[src/sv/swm_pkg.sv]
// ----------------------------------------------------------------------------
// swm_pkg: shared types and constants for the sliding window median
// Holds the neighbor flag bundle passed between sort cells and the
// length register reset value.
// ----------------------------------------------------------------------------
package swm_pkg;

  // window length after reset, before clamping to the cell count
  localparam int LEN_RESET = 5;

  // width of the window length write data field (cfg_wdata)
  localparam int CFG_WIDTH = 5;

  // flags a cell shows to its neighbors
  typedef struct packed {
    logic valid;  // cell is inside the active window
    logic gt;     // cell value is greater than the incoming sample
  } cell_flag_t;

endpackage

[src/sv/swm_cell.sv]
// ----------------------------------------------------------------------------
// swm_cell: one slot of the sorted window
// Holds one sample and its age. On each beat it drops out if it is the
// oldest, takes a neighbor's value to close or open a gap, or takes the
// incoming sample, so the row stays sorted ascending.
// ----------------------------------------------------------------------------
module swm_cell #(
  parameter int W   = 32,
  parameter int AW  = 4,
  parameter int IDX = 0
) (
  input  logic                  clk,
  input  logic                  rst_n,
  input  logic                  flush,
  input  logic                  shift,
  input  logic signed [W-1:0]   new_sample,
  input  logic [AW-1:0]         old_age,
  input  logic                  active,
  input  logic signed [W-1:0]   left_val,
  input  logic [AW-1:0]         left_age,
  input  swm_pkg::cell_flag_t   left_flag,
  input  logic signed [W-1:0]   right_val,
  input  logic [AW-1:0]         right_age,
  input  swm_pkg::cell_flag_t   right_flag,
  input  logic                  del_in,
  output logic                  del_out,
  output logic                  is_old,
  output logic signed [W-1:0]   val_o,
  output logic [AW-1:0]         age_o,
  output swm_pkg::cell_flag_t   flag_o
);

  localparam logic [AW-1:0] AGE_INIT = AW'(IDX);

  logic signed [W-1:0] val_r, val_nxt;
  logic [AW-1:0]       age_r, age_nxt;
  logic                gt;
  logic                past_del;
  logic                right_le;

  // own compare and the oldest-entry marker
  assign gt       = val_r > new_sample;
  assign is_old   = active && (age_r == old_age);
  assign past_del = del_in | is_old;
  assign del_out  = past_del;
  assign right_le = right_flag.valid && !right_flag.gt;

  // pick the next content of this slot
  always_comb begin
    val_nxt = val_r;
    age_nxt = age_r + 1'b1;
    if (past_del) begin
      // removed entry at or below this slot: row closes toward it
      if (right_le) begin
        val_nxt = right_val;
        age_nxt = right_age + 1'b1;
      end else if (is_old) begin
        if (!left_flag.valid || !left_flag.gt) begin
          val_nxt = new_sample;
          age_nxt = '0;
        end else begin
          val_nxt = left_val;
          age_nxt = left_age + 1'b1;
        end
      end else if (!gt) begin
        val_nxt = new_sample;
        age_nxt = '0;
      end
    end else begin
      // removed entry above this slot: row opens for the new sample
      if (!gt) begin
        val_nxt = val_r;
      end else if (!left_flag.valid || !left_flag.gt) begin
        val_nxt = new_sample;
        age_nxt = '0;
      end else begin
        val_nxt = left_val;
        age_nxt = left_age + 1'b1;
      end
    end
  end

  // slot storage
  always_ff @(posedge clk) begin
    if (!rst_n || flush) begin
      val_r <= '0;
      age_r <= AGE_INIT;
    end else if (shift) begin
      val_r <= val_nxt;
      age_r <= age_nxt;
    end
  end

  assign val_o        = val_r;
  assign age_o        = age_r;
  assign flag_o.valid = active;
  assign flag_o.gt    = gt;

endmodule

[src/sv/sliding_window_median.sv]
// Output: a median moves from the cell row into the output register once that
// register is free, and is then offered on out_valid.
// Throughput: one sample per cycle; each sort cell removes the oldest entry
// and inserts the new one on the same shift across the whole cell row. A
// sample beat waits only while the output register holds an untaken median
// and the cell row holds another window whose median is not yet taken.
// Reset: synchronous active-low; window cleared to zero, length set to 5
// (clamped to MAX_WINDOW). A length write clears the window the same way.
// ----------------------------------------------------------------------------
// sliding_window_median: running median over the last window_len samples
// A row of sort cells keeps the window in ascending order with an age tag
// per entry; the median is read from the middle cell into an output stage.
// ----------------------------------------------------------------------------
module sliding_window_median #(
  parameter int MAX_WINDOW   = 16,
  parameter int SAMPLE_WIDTH = 32
) (
  input  logic                              clk,
  input  logic                              rst_n,
  input  logic                              in_valid,
  output logic                              in_ready,
  input  logic signed [SAMPLE_WIDTH-1:0]    in_sample,
  output logic                              out_valid,
  input  logic                              out_ready,
  output logic signed [SAMPLE_WIDTH-1:0]    out_median,
  input  logic                              cfg_we,
  input  logic [swm_pkg::CFG_WIDTH-1:0]     cfg_wdata
);

  localparam int W  = SAMPLE_WIDTH;
  localparam int AW = (MAX_WINDOW > 1) ? $clog2(MAX_WINDOW) : 1;
  localparam int LW = $clog2(MAX_WINDOW + 1);
  localparam int LEN_INIT = (swm_pkg::LEN_RESET > MAX_WINDOW) ? MAX_WINDOW
                                                              : swm_pkg::LEN_RESET;

  logic [LW-1:0]       len_r, len_nxt;
  logic [LW-1:0]       len_m1;
  logic [AW-1:0]       mid_idx;
  logic                pend_r;
  logic                out_valid_r;
  logic signed [W-1:0] out_median_r;
  logic                in_fire;
  logic                out_free;
  logic [31:0]         cfg_ext;

  logic signed [W-1:0]  cell_val  [MAX_WINDOW];
  logic [AW-1:0]        cell_age  [MAX_WINDOW];
  swm_pkg::cell_flag_t  cell_flag [MAX_WINDOW];
  logic [MAX_WINDOW:0]  del_chain;
  logic [MAX_WINDOW-1:0] old_vec;
  logic [MAX_WINDOW-1:0] sorted_ok;

  // length register with clamping
  assign cfg_ext = {{(32 - swm_pkg::CFG_WIDTH){1'b0}}, cfg_wdata};
  always_comb begin
    if (cfg_wdata == '0) begin
      len_nxt = LW'(1);
    end else if (cfg_ext > 32'(MAX_WINDOW)) begin
      len_nxt = LW'(MAX_WINDOW);
    end else begin
      len_nxt = cfg_ext[LW-1:0];
    end
  end

  always_ff @(posedge clk) begin
    if (!rst_n) begin
      len_r <= LW'(LEN_INIT);
    end else if (cfg_we) begin
      len_r <= len_nxt;
    end
  end

  assign len_m1  = len_r - 1'b1;
  assign mid_idx = AW'(len_r >> 1);

  // handshake: a beat enters unless a finished median is stuck behind
  assign out_free = !out_valid_r || out_ready;
  assign in_ready = !pend_r || out_free;
  assign in_fire  = in_valid && in_ready;

  // cell row
  assign del_chain[0] = 1'b0;

  for (genvar i = 0; i < MAX_WINDOW; i++) begin : g_row
    localparam logic [LW-1:0] IDX_L = LW'(i);
    logic signed [W-1:0]  l_val;
    logic [AW-1:0]        l_age;
    swm_pkg::cell_flag_t  l_flag;
    logic signed [W-1:0]  r_val;
    logic [AW-1:0]        r_age;
    swm_pkg::cell_flag_t  r_flag;

    if (i == 0) begin : g_first
      assign l_val  = '0;
      assign l_age  = '0;
      assign l_flag = '0;
    end else begin : g_mid_l
      assign l_val  = cell_val[i-1];
      assign l_age  = cell_age[i-1];
      assign l_flag = cell_flag[i-1];
    end

    if (i == MAX_WINDOW - 1) begin : g_last
      assign r_val  = '0;
      assign r_age  = '0;
      assign r_flag = '0;
    end else begin : g_mid_r
      assign r_val  = cell_val[i+1];
      assign r_age  = cell_age[i+1];
      assign r_flag = cell_flag[i+1];
    end

    swm_cell #(
      .W   (W),
      .AW  (AW),
      .IDX (i)
    ) u_cell (
      .clk        (clk),
      .rst_n      (rst_n),
      .flush      (cfg_we),
      .shift      (in_fire),
      .new_sample (in_sample),
      .old_age    (len_m1[AW-1:0]),
      .active     (IDX_L < len_r),
      .left_val   (l_val),
      .left_age   (l_age),
      .left_flag  (l_flag),
      .right_val  (r_val),
      .right_age  (r_age),
      .right_flag (r_flag),
      .del_in     (del_chain[i]),
      .del_out    (del_chain[i+1]),
      .is_old     (old_vec[i]),
      .val_o      (cell_val[i]),
      .age_o      (cell_age[i]),
      .flag_o     (cell_flag[i])
    );

    // ordering check between this cell and the next active one
    if (i == MAX_WINDOW - 1) begin : g_ok_last
      assign sorted_ok[i] = 1'b1;
    end else begin : g_ok
      assign sorted_ok[i] = !cell_flag[i+1].valid || (cell_val[i] <= cell_val[i+1]);
    end
  end

  // pending flag: cells hold a fresh window whose median is not yet taken
  always_ff @(posedge clk) begin
    if (!rst_n) begin
      pend_r <= 1'b0;
    end else if (in_fire) begin
      pend_r <= 1'b1;
    end else if (out_free) begin
      pend_r <= 1'b0;
    end
  end

  // output stage
  always_ff @(posedge clk) begin
    if (!rst_n) begin
      out_valid_r <= 1'b0;
    end else if (out_free) begin
      out_valid_r <= pend_r;
    end
  end

  always_ff @(posedge clk) begin
    if (pend_r && out_free) begin
      out_median_r <= cell_val[mid_idx];
    end
  end

  assign out_valid  = out_valid_r;
  assign out_median = out_median_r;

  // exactly one active entry is the oldest
  a_one_oldest: assert property (@(posedge clk) disable iff (!rst_n)
    $onehot(old_vec))
    else $error("oldest entry not unique");

  // active cells stay in ascending order
  a_sorted: assert property (@(posedge clk) disable iff (!rst_n)
    &sorted_ok)
    else $error("cell row out of order");

  // an accepted sample always leaves a pending median
  a_pend: assert property (@(posedge clk) disable iff (!rst_n)
    in_fire |=> pend_r)
    else $error("accepted sample lost");

  // a pending median moves into a free output stage
  a_move: assert property (@(posedge clk) disable iff (!rst_n)
    (pend_r && !out_valid_r) |=> out_valid_r)
    else $error("pending median not forwarded");

endmodule

[config.mk]
export PLATFORM = sky130hd
export DESIGN_NAME = sliding_window_median
export DESIGN_NICKNAME = d
export VERILOG_FILES = /design/src/sv/swm_pkg.sv /design/src/sv/swm_cell.sv /design/src/sv/sliding_window_median.sv
export SDC_FILE = /design/constraint.sdc
export NUM_CORES = 2
export LEC_CHECK = 0
export ABC_AREA = 1
export BUFFER_PORTS_ARGS = -buffer_cell sky130_fd_sc_hd__buf_2
export CORE_MARGIN = 2
export CORE_UTILIZATION = 67
export CTS_BUF_LIST = sky130_fd_sc_hd__clkbuf_16
export DETAILED_ROUTE_END_ITERATION = 10
export PLACE_DENSITY = 0.9
export SKIP_CTS_REPAIR_TIMING = 1
export SLEW_MARGIN = 20
export SYNTH_ARGS = -nofsm -noshare
export SYNTH_HDL_FRONTEND = slang
export SYNTH_SLANG_ARGS = --single-unit
export TNS_END_PERCENT = 1
[constraint.sdc]
create_clock -name clk -period 6.7 [get_ports clk]
set_input_delay 0.335 -clock clk [delete_from_list [all_inputs] [get_ports clk]]
set_output_delay 0.335 -clock clk [all_outputs]
set_load 0.01 [all_outputs]
=== Word level (Yosys, flattened, before mapping) ===
Cells that the tools add are included.

* Add/subtract/negate cells: 17
* Multipliers: 0
* Div/mod/pow operators: 0
* $lt $le $gt $ge: 34
* Eq/ne operators: 31
* Shift-type cells: 0
* Mux-type cells: 191
* Bitwise gates (word level): 16
* Reduce and logical (&&, ||, !) cells: 119

{| class="wikitable"
|+ Operators by type and width
! operator !! number
|-
| 2-to-1 mux 32 bit || 94
|-
| > comparator 32 bit || 16
|-
| 2-to-1 mux 4 bit || 92
|-
| binary-select mux 32 bit (select 4 bit) || 1
|-
| adder 4 x 1 -> 4 bit, second input constant || 16
|-
| == test 4 bit || 16
|-
| != test 4 bit, second input constant || 14
|-
| AND reduction 3 bit || 15
|-
| less-than comparator 4 x 5 -> 1 bit, first input constant || 8
|-
| logical NOT 1 bit || 34
|-
| nonzero test 2 bit || 17
|-
| logical AND 1 bit || 33
|-
| less-than comparator 3 x 5 -> 1 bit, first input constant || 4
|-
| logical OR 1 bit || 18
|-
| bitwise OR 1 bit || 15
|-
| less-than comparator 1 x 5 -> 1 bit, first input constant || 2
|-
| less-than comparator 2 x 5 -> 1 bit, first input constant || 2
|-
| 2-to-1 mux 5 bit || 2
|-
| >= comparator 5 bit, second input constant || 1
|-
| > comparator 5 bit, second input constant || 1
|-
| logical NOT 5 bit || 1
|-
| NOT 4 -> 5 bit || 1
|-
| subtractor 4 x 1 -> 4 bit, second input constant || 1
|-
| != test 3 bit, second input constant || 1
|-
| 2 further kinds || 3
|}

* Flip-flop bits (word level): 615
* Latch bits: 0
* RAM bits: 0
* Memory bits (read-only): 0
* Bits of input ports: 42
* Output and inout port bits: 34
* Logic and storage cells: 444
* Memories kept: 0

=== Longest topological paths before layout ===
* Depth after elaboration: 20
* Gate-level depth with buffers: 25
* Mapped depth without buffers: 23

=== By module ===
Synthesis repeated with hierarchy kept, for this count alone.

* Cell total of the unflattened synthesis: 13578
* Area, all modules: 74565.3 µm²

{| class="wikitable"
|+ By module, submodules not included
! module !! instances !! cells an instance !! area each (µm²) !! seq. area each (µm²)
|-
| sliding_window_median || 1 || 1526 || 7100.6 || 1101.1
|-
| swm_cell (g_row[15].u_cell) || 1 || 790 || 4350.4 || 720.7
|-
| swm_cell (g_row[13].u_cell) || 1 || 747 || 4285.4 || 720.7
|-
| swm_cell (g_row[14].u_cell) || 1 || 749 || 4281.6 || 720.7
|-
| swm_cell (g_row[12].u_cell) || 1 || 753 || 4229.1 || 720.7
|-
| swm_cell (g_row[5].u_cell) || 1 || 756 || 4221.5 || 720.7
|-
| swm_cell (g_row[6].u_cell) || 1 || 757 || 4215.3 || 720.7
|-
| swm_cell (g_row[9].u_cell) || 1 || 743 || 4214.0 || 720.7
|-
| swm_cell (g_row[10].u_cell) || 1 || 752 || 4210.3 || 720.7
|-
| swm_cell (g_row[2].u_cell) || 1 || 756 || 4205.3 || 720.7
|-
| swm_cell (g_row[1].u_cell) || 1 || 755 || 4204.0 || 720.7
|-
| swm_cell (g_row[0].u_cell) || 1 || 756 || 4199.0 || 720.7
|-
| swm_cell (g_row[3].u_cell) || 1 || 755 || 4196.5 || 720.7
|-
| swm_cell (g_row[4].u_cell) || 1 || 760 || 4196.5 || 720.7
|-
| 3 more rows || n/a || n/a || n/a || n/a
|}

=== Least setup slack after synthesis ===
OpenSTA, ideal clock, no wires.

* Kind: input -> register
* Start: input port in_sample[8]
* End: register g_row[8].u_cell.val_r[12]
* Library setup time: 115 ps
* Data arrival time: 3644 ps
* Setup slack: 2941 ps
* Stages on the path: 22
* Path buffers: 3
* Path through: inv_1 > clkbuf_1 > clkbuf_1 > ha_1 > a21oi_1 > or2_2 > a21oi_1 > nor3_1 > nand3_1 > nand2_1 > nand3b_1 > nand2_1 > nand2_1 > inv_1 > nor2_1 > clkinv_1 > nand3_1 > nand3_1 > inv_1 > buf_1 > nand3_1 > and2_1

* Longest elaborated chain between the ends: 7

{| class="wikitable"
|+ Ends and longest elaborated chain
! what !! line !! RTL
|-
| start, declared || sliding_window_median.sv:22 || <nowiki>input logic signed [SAMPLE_WIDTH-1:0] in_sample,</nowiki>
|-
| > comparator 32 bit || swm_cell.sv:42 || <nowiki>assign gt = val_r > new_sample;</nowiki>
|-
| logical NOT 1 bit || swm_cell.sv:58, swm_cell.sv:73 ||
|-
| logical OR 1 bit || swm_cell.sv:58, swm_cell.sv:73 ||
|-
| 2-to-1 mux 32 bit || swm_cell.sv:58, swm_cell.sv:73 ||
|-
| 2-to-1 mux 32 bit || swm_cell.sv:57 || <nowiki>end else if (is_old) begin</nowiki>
|-
| 2-to-1 mux 32 bit || swm_cell.sv:54 || <nowiki>if (right_le) begin</nowiki>
|-
| 2-to-1 mux 32 bit || swm_cell.sv:52 || <nowiki>if (past_del) begin</nowiki>
|-
| end signal, assigned || swm_cell.sv:89 || <nowiki>val_r <= val_nxt;</nowiki>
|-
| end, declared || swm_cell.sv:35 || <nowiki>logic signed [W-1:0] val_r, val_nxt;</nowiki>
|}

Several ways; a longest one is shown, not always the timed one. The select of a mux whose other input is x is not followed.
A chain may end at the register's enable or synchronous reset.

=== Worst setup path in the final report ===
* Start: register len_r[2]
* End: register g_row[12].u_cell.val_r[9]

* Longest elaborated chain between the ends: 17

{| class="wikitable"
|+ Ends and longest elaborated chain
! what !! line !! RTL
|-
| start, declared || sliding_window_median.sv:36 || <nowiki>logic [LW-1:0] len_r, len_nxt;</nowiki>
|-
| start signal, assigned || sliding_window_median.sv:67 || <nowiki>len_r <= LW'(LEN_INIT);</nowiki>
|-
| start signal, assigned || sliding_window_median.sv:69 || <nowiki>len_r <= len_nxt;</nowiki>
|-
| subtractor 4 x 1 -> 4 bit || sliding_window_median.sv:73 || <nowiki>assign len_m1 = len_r - 1'b1;</nowiki>
|-
| == test 4 bit || swm_cell.sv:43 || <nowiki>assign is_old = active && (age_r == old_age);</nowiki>
|-
| logical AND 1 bit || swm_cell.sv:43 ||
|-
| bitwise OR 1 bit (12 in a row) || swm_cell.sv:44 || <nowiki>assign past_del = del_in | is_old;</nowiki>
|-
| != test 4 bit (no line) / nonzero test 2 bit (equally long branches) || n/a ||
|-
| AND reduction 3 bit (no line) || n/a ||
|-
| end signal, assigned || swm_cell.sv:89 ||
|-
| end, declared || swm_cell.sv:35 ||
|}

Several ways; a longest one is shown, not always the timed one. The select of a mux whose other input is x is not followed.

==> results list <==
- The run finished, with violations left.
- The final reports fail on negative hold slack.
- The total overflow left after global routing is 0.
- For this design the top-level I/O count stands at 76.
* Overall power after layout: 16.0 mW
- Power spread over the standard cell area amounts to 264 nW/um2.
- Cell class contributing the biggest share of worst-path delay: simple AND/OR/NAND/NOR gates
* Crit end category: flop
- First-pass GRT wire length: 338 mm
- The congestion estimate from routability-driven global placement came to 0.993.
* Insertion delay of the later-clocked pin in the worst-skew pair: 0.69 ns
- Std-Cell Core Area: 84900 um2
* Yosys reg bits: 615
* Pins over their slew limit: 0
- Clock tree root driver cell: sky130_fd_sc_hd__clkbuf_16
* Crit Reg-Reg Startpoint: len_r[2]
* Crit share post-route: 0.862
* Post-synthesis cell count: 9248
- Register-to-Register Path Depth: 19
- For the final database, setup skew stands at 0.0376 ns.
- Fraction of layout instances using a drive strength above 1: 0.0525
- For this design, the slowest cell found on the critical path is sky130_fd_sc_hd__nor2_4.
- In the routed layout, each cell is associated on average with a via count of 6.78.
- For this block, the via count after detailed routing is 68.6k.
* H-tree depth: 3
- Wirelength per Cell: 21.5 um
- Max Cap Violations: 0
- Sequential area share after synthesis: 0.221
- Placement Rows: 107
- In the synthesized netlist the async set-or-reset flop fraction comes to 0.
- Setup violations remaining at the end of the flow were counted as 0.
- Maximum cell stage delay along the critical path: 0.96 ns
- Width of the chip: 296 um
- Vertical extent of the die: 296 um
- The clock net in this run drives a total of 615 sinks.
- Initial antenna violation count: 0
- Worst Path Buf+Inv: 3
* Post-synth cell types: 63
- Total count of hold-check failures in the final report: 1
- Number of global-route vias before repair: 62.4k
- In the synthesized netlist the dominant register cell turns out to be sky130_fd_sc_hd__dfxtp_1.
- Setup repair after global routing missed its margin: false
- Mapped Avg Cell Area: 6.18 um2
* Filler instances: 7431
- Destination of the worst register-to-register timing path: g_row[12].u_cell.val_o[9]
- Maximum net fanout on the critical path: 36
- Syn_nets: 9819
* P_leak: 26.5 nW
- Beginning of the worst hold path: out_ready
- Worst-Margin Slew: 1.30 ns
- Final hold analysis gives a worst-case slack of -0.0229 ns.
- For the final routed database, the setup TNS stands at 0 ns.
- At the worst endpoint, the arrival time is 6.33 ns.
- TritonCTS built the clock tree.
- Cell Area, Synth: 57200 um2
* Worst R2R Setup Slack: 0.92 ns
* Dominant cell type by count on the critical path: sky130_fd_sc_hd__nor2_4
- Hold Path End: out_valid
* 1st-iter DRT viols: 9333
* Critical path launch point type: flop
- Final cell count without fillers: 10.1k
- Final net count: 9486
- VDD sags by at most 205 uV.
* Relative slew slack: 0.126
- The initial utilization of the core area, before any placement, comes to 0.674.
* Register clock-pin slew on the reported worst setup and hold paths: 0.06 ns
* Detailed-route DRC error count: 0
* Total global-route track usage: 0.477
- The count of buffers added on input and output ports is 75.
* Cell-by-cell trace of the critical path: nor2_4, nand3_1, nand2_4, a21oi_1, nand2_1, nand3_2, nor2_4, nand4_4, nor2_4, nand4_4, nor2_8, nand2_1, buf_4, inv_1, nor2_2, buf_4, o21a_1, nor2_1, nor2_1
* Detailed placer's ending HPWL: 154 mm
- The critical path crosses 19 cells after its start point.
- Maximum buffer depth of the clock tree: 3
- For this run, the top clock speed supported by timing is 0.173 GHz.
- The pre-antenna-repair detailed-routing pass consisted of 7 iterations.
- The detail route stage leaves a number of antenna-violating nets equal to 0.
- Number of warnings printed during yosys synthesis: 0
- Min Tclk post-route: 5.78 ns
- The die covers 87700 um2.
* WS Path Type: reg -> reg
- TritonCTS Buffers: 76
- Hold WC Path Type: in -> reg
- Entering global routing, the biggest net connects 222 pins.
- Number of flops mapped to enable cells by yosys: 32
- Required time of the critical path: 7.25 ns
- Total length of routed wires: 218 mm
- Once placement completed, the tool counted placed cells totaling 9972.
- Hold Crit Depth: 4
- Synthesis-to-layout area growth: 5.87%
[sequential cells by signal, indices dropped and copies added (netlist names)]
signal / flops
out_valid: 1
pend_r: 1
g_row.u_cell.age_o: 64
len_r: 5
g_row.u_cell.val_o: 512
out_median: 32
[power breakdown]
part           total, mW  leakage (nW)  switching, mW  internal [mW]
clock network       4.19          1.22           1.87           2.32
registers           4.47          5.07          0.411           4.06
logic               7.35          20.2           5.11           2.23
[per-stage QoR]
stage	setup slack [ns]	instance area, um2	hold slack (ns)	util
floorplan	2.94	57200	0.434	-
global placement	1.30	58000	0.453	0.683
detailed placement	1.19	58000	0.458	0.683
CTS	1.22	60400	-0.0781	0.711
global route	0.732	60500	0.0212	0.713
finish	0.923	60500	-0.0229	0.713
[layout by cell type, fill, tap and decap left out, drive strengths merged, types with 6 or more instances in the layout]
cell type | synthesis | final
bufinv | 0 | 6
o2bb2ai | 14 | 14
xnor2 | 26 | 26
o211ai | 414 | 414
o21ai | 1236 | 1236
o221ai | 20 | 20
nand4 | 102 | 102
nor2 | 862 | 862
nand3 | 501 | 501
edfxtp | 32 | 32
o22ai | 247 | 247
clkbuf | 557 | 77
nor3 | 33 | 33
o311ai | 18 | 18
buf | 126 | 267
nand3b | 11 | 11
inv | 722 | 735
o21a | 68 | 68
a31oi | 14 | 14
a22oi | 51 | 51
a221oi | 16 | 16
ha | 529 | 529
nand2 | 2152 | 2152
nor4 | 23 | 23
clkinv | 15 | 55
o2111ai | 24 | 24
a211oi | 8 | 8
dfxtp | 583 | 583
and2 | 33 | 33
xor2 | 51 | 51
a21oi | 738 | 738
[layout make-up]
cell class | instances | area [um2] | share of cell area
inverters | 737 | 2770 | 0.0458
clock inverters | 62 | 457 | 0.00754
diodes | 1 | 2.50 | 0.0000413
clock buffers | 77 | 1930 | 0.0318
multi-input cells | 7213 | 39300 | 0.650
flip-flops and latches | 615 | 12600 | 0.209
repair buffers | 272 | 1960 | 0.0324
well taps | 1144 | 1430 | 0.0236
[worst min-delay path: cells and delay by family]
| kind | cells | cell delay (ns) |
|---|---|---|
| buffers and inverters | 2 | 0.14 |
| AND/OR/NAND/NOR | 1 | 0.06 |
| AO/OA/AOI/OAI | 1 | 0.05 |
[how the worst max path moves through the flow]
| stage | slack, ns | end | start |
|---|---|---|---|
| 2_1_floorplan | 2.94 | g_row[8].u_cell.val_o[12] | in_sample[8] |
| 5_1_grt | 0.73 | g_row[12].u_cell.val_o[2] | len_r[2] |
| 3_3_place_gp | 1.30 | g_row[9].u_cell.val_o[11] | in_sample[27] |
| 6_report | 0.92 | g_row[12].u_cell.val_o[9] | len_r[2] |
| 3_5_place_dp | 1.19 | g_row[8].u_cell.val_o[8] | in_sample[10] |
| 4_1_cts | 1.22 | g_row[12].u_cell.val_o[2] | len_r[2] |
[logic make-up (layout without fill, tap and decap cells)]
kind of cell    count (synthesis)  in the layout  share of synthesized area
xor+xnor                       77             77                     0.0118
mux                             1              1                   0.000197
fa+ha+maj                     529            529                      0.116
other cells                     0              1                          0
compound gates               2879           2879                      0.288
buf+inv                      1420           1148                     0.0950
simple gates                 3727           3727                      0.268
flops                         615            615                      0.221
[synthesized netlist by cell type (all sizes together), types with 2 or more instances]
| cell type | n | area, um2 |
|---|---|---|
| nand3 | 501 | 2530 |
| a31oi | 14 | 87.6 |
| nor4 | 23 | 150 |
| xor2 | 51 | 447 |
| o311ai | 18 | 158 |
| a22oi | 51 | 383 |
| o22ai | 247 | 1550 |
| a221oi | 16 | 140 |
| or4 | 2 | 15.0 |
| edfxtp | 32 | 961 |
| dfxtp | 583 | 11700 |
| a21oi | 738 | 3700 |
| inv | 722 | 2710 |
| or2 | 2 | 12.5 |
| o211ai | 414 | 3120 |
| and2 | 33 | 206 |
| buf | 126 | 574 |
| a221o | 2 | 20.0 |
| o2111ai | 24 | 210 |
| a211oi | 8 | 60.1 |
| o21bai | 3 | 22.5 |
| nand2 | 2152 | 8110 |
| o221ai | 20 | 175 |
| ha | 529 | 6620 |
| clkbuf | 557 | 2090 |
| nand4 | 102 | 689 |
| o21a | 68 | 510 |
| clkinv | 15 | 56.3 |
| o2bb2ai | 14 | 123 |
| nand3b | 11 | 82.6 |
| o21ai | 1236 | 6190 |
| nor3 | 33 | 175 |
| nor2 | 862 | 3300 |
| nor4b | 4 | 35.0 |
| xnor2 | 26 | 228 |
[routing by layer]
metal,GRT usage,vias to the layer above,part of all wire
li1,-,31100,-
met1,0.615,31000,0.37
met4,0.326,0,0.078
met2,0.706,5257,0.41
met3,0.109,1226,0.14
met5,0,-,0
Note: power is estimated with default switching activity, not from simulation.
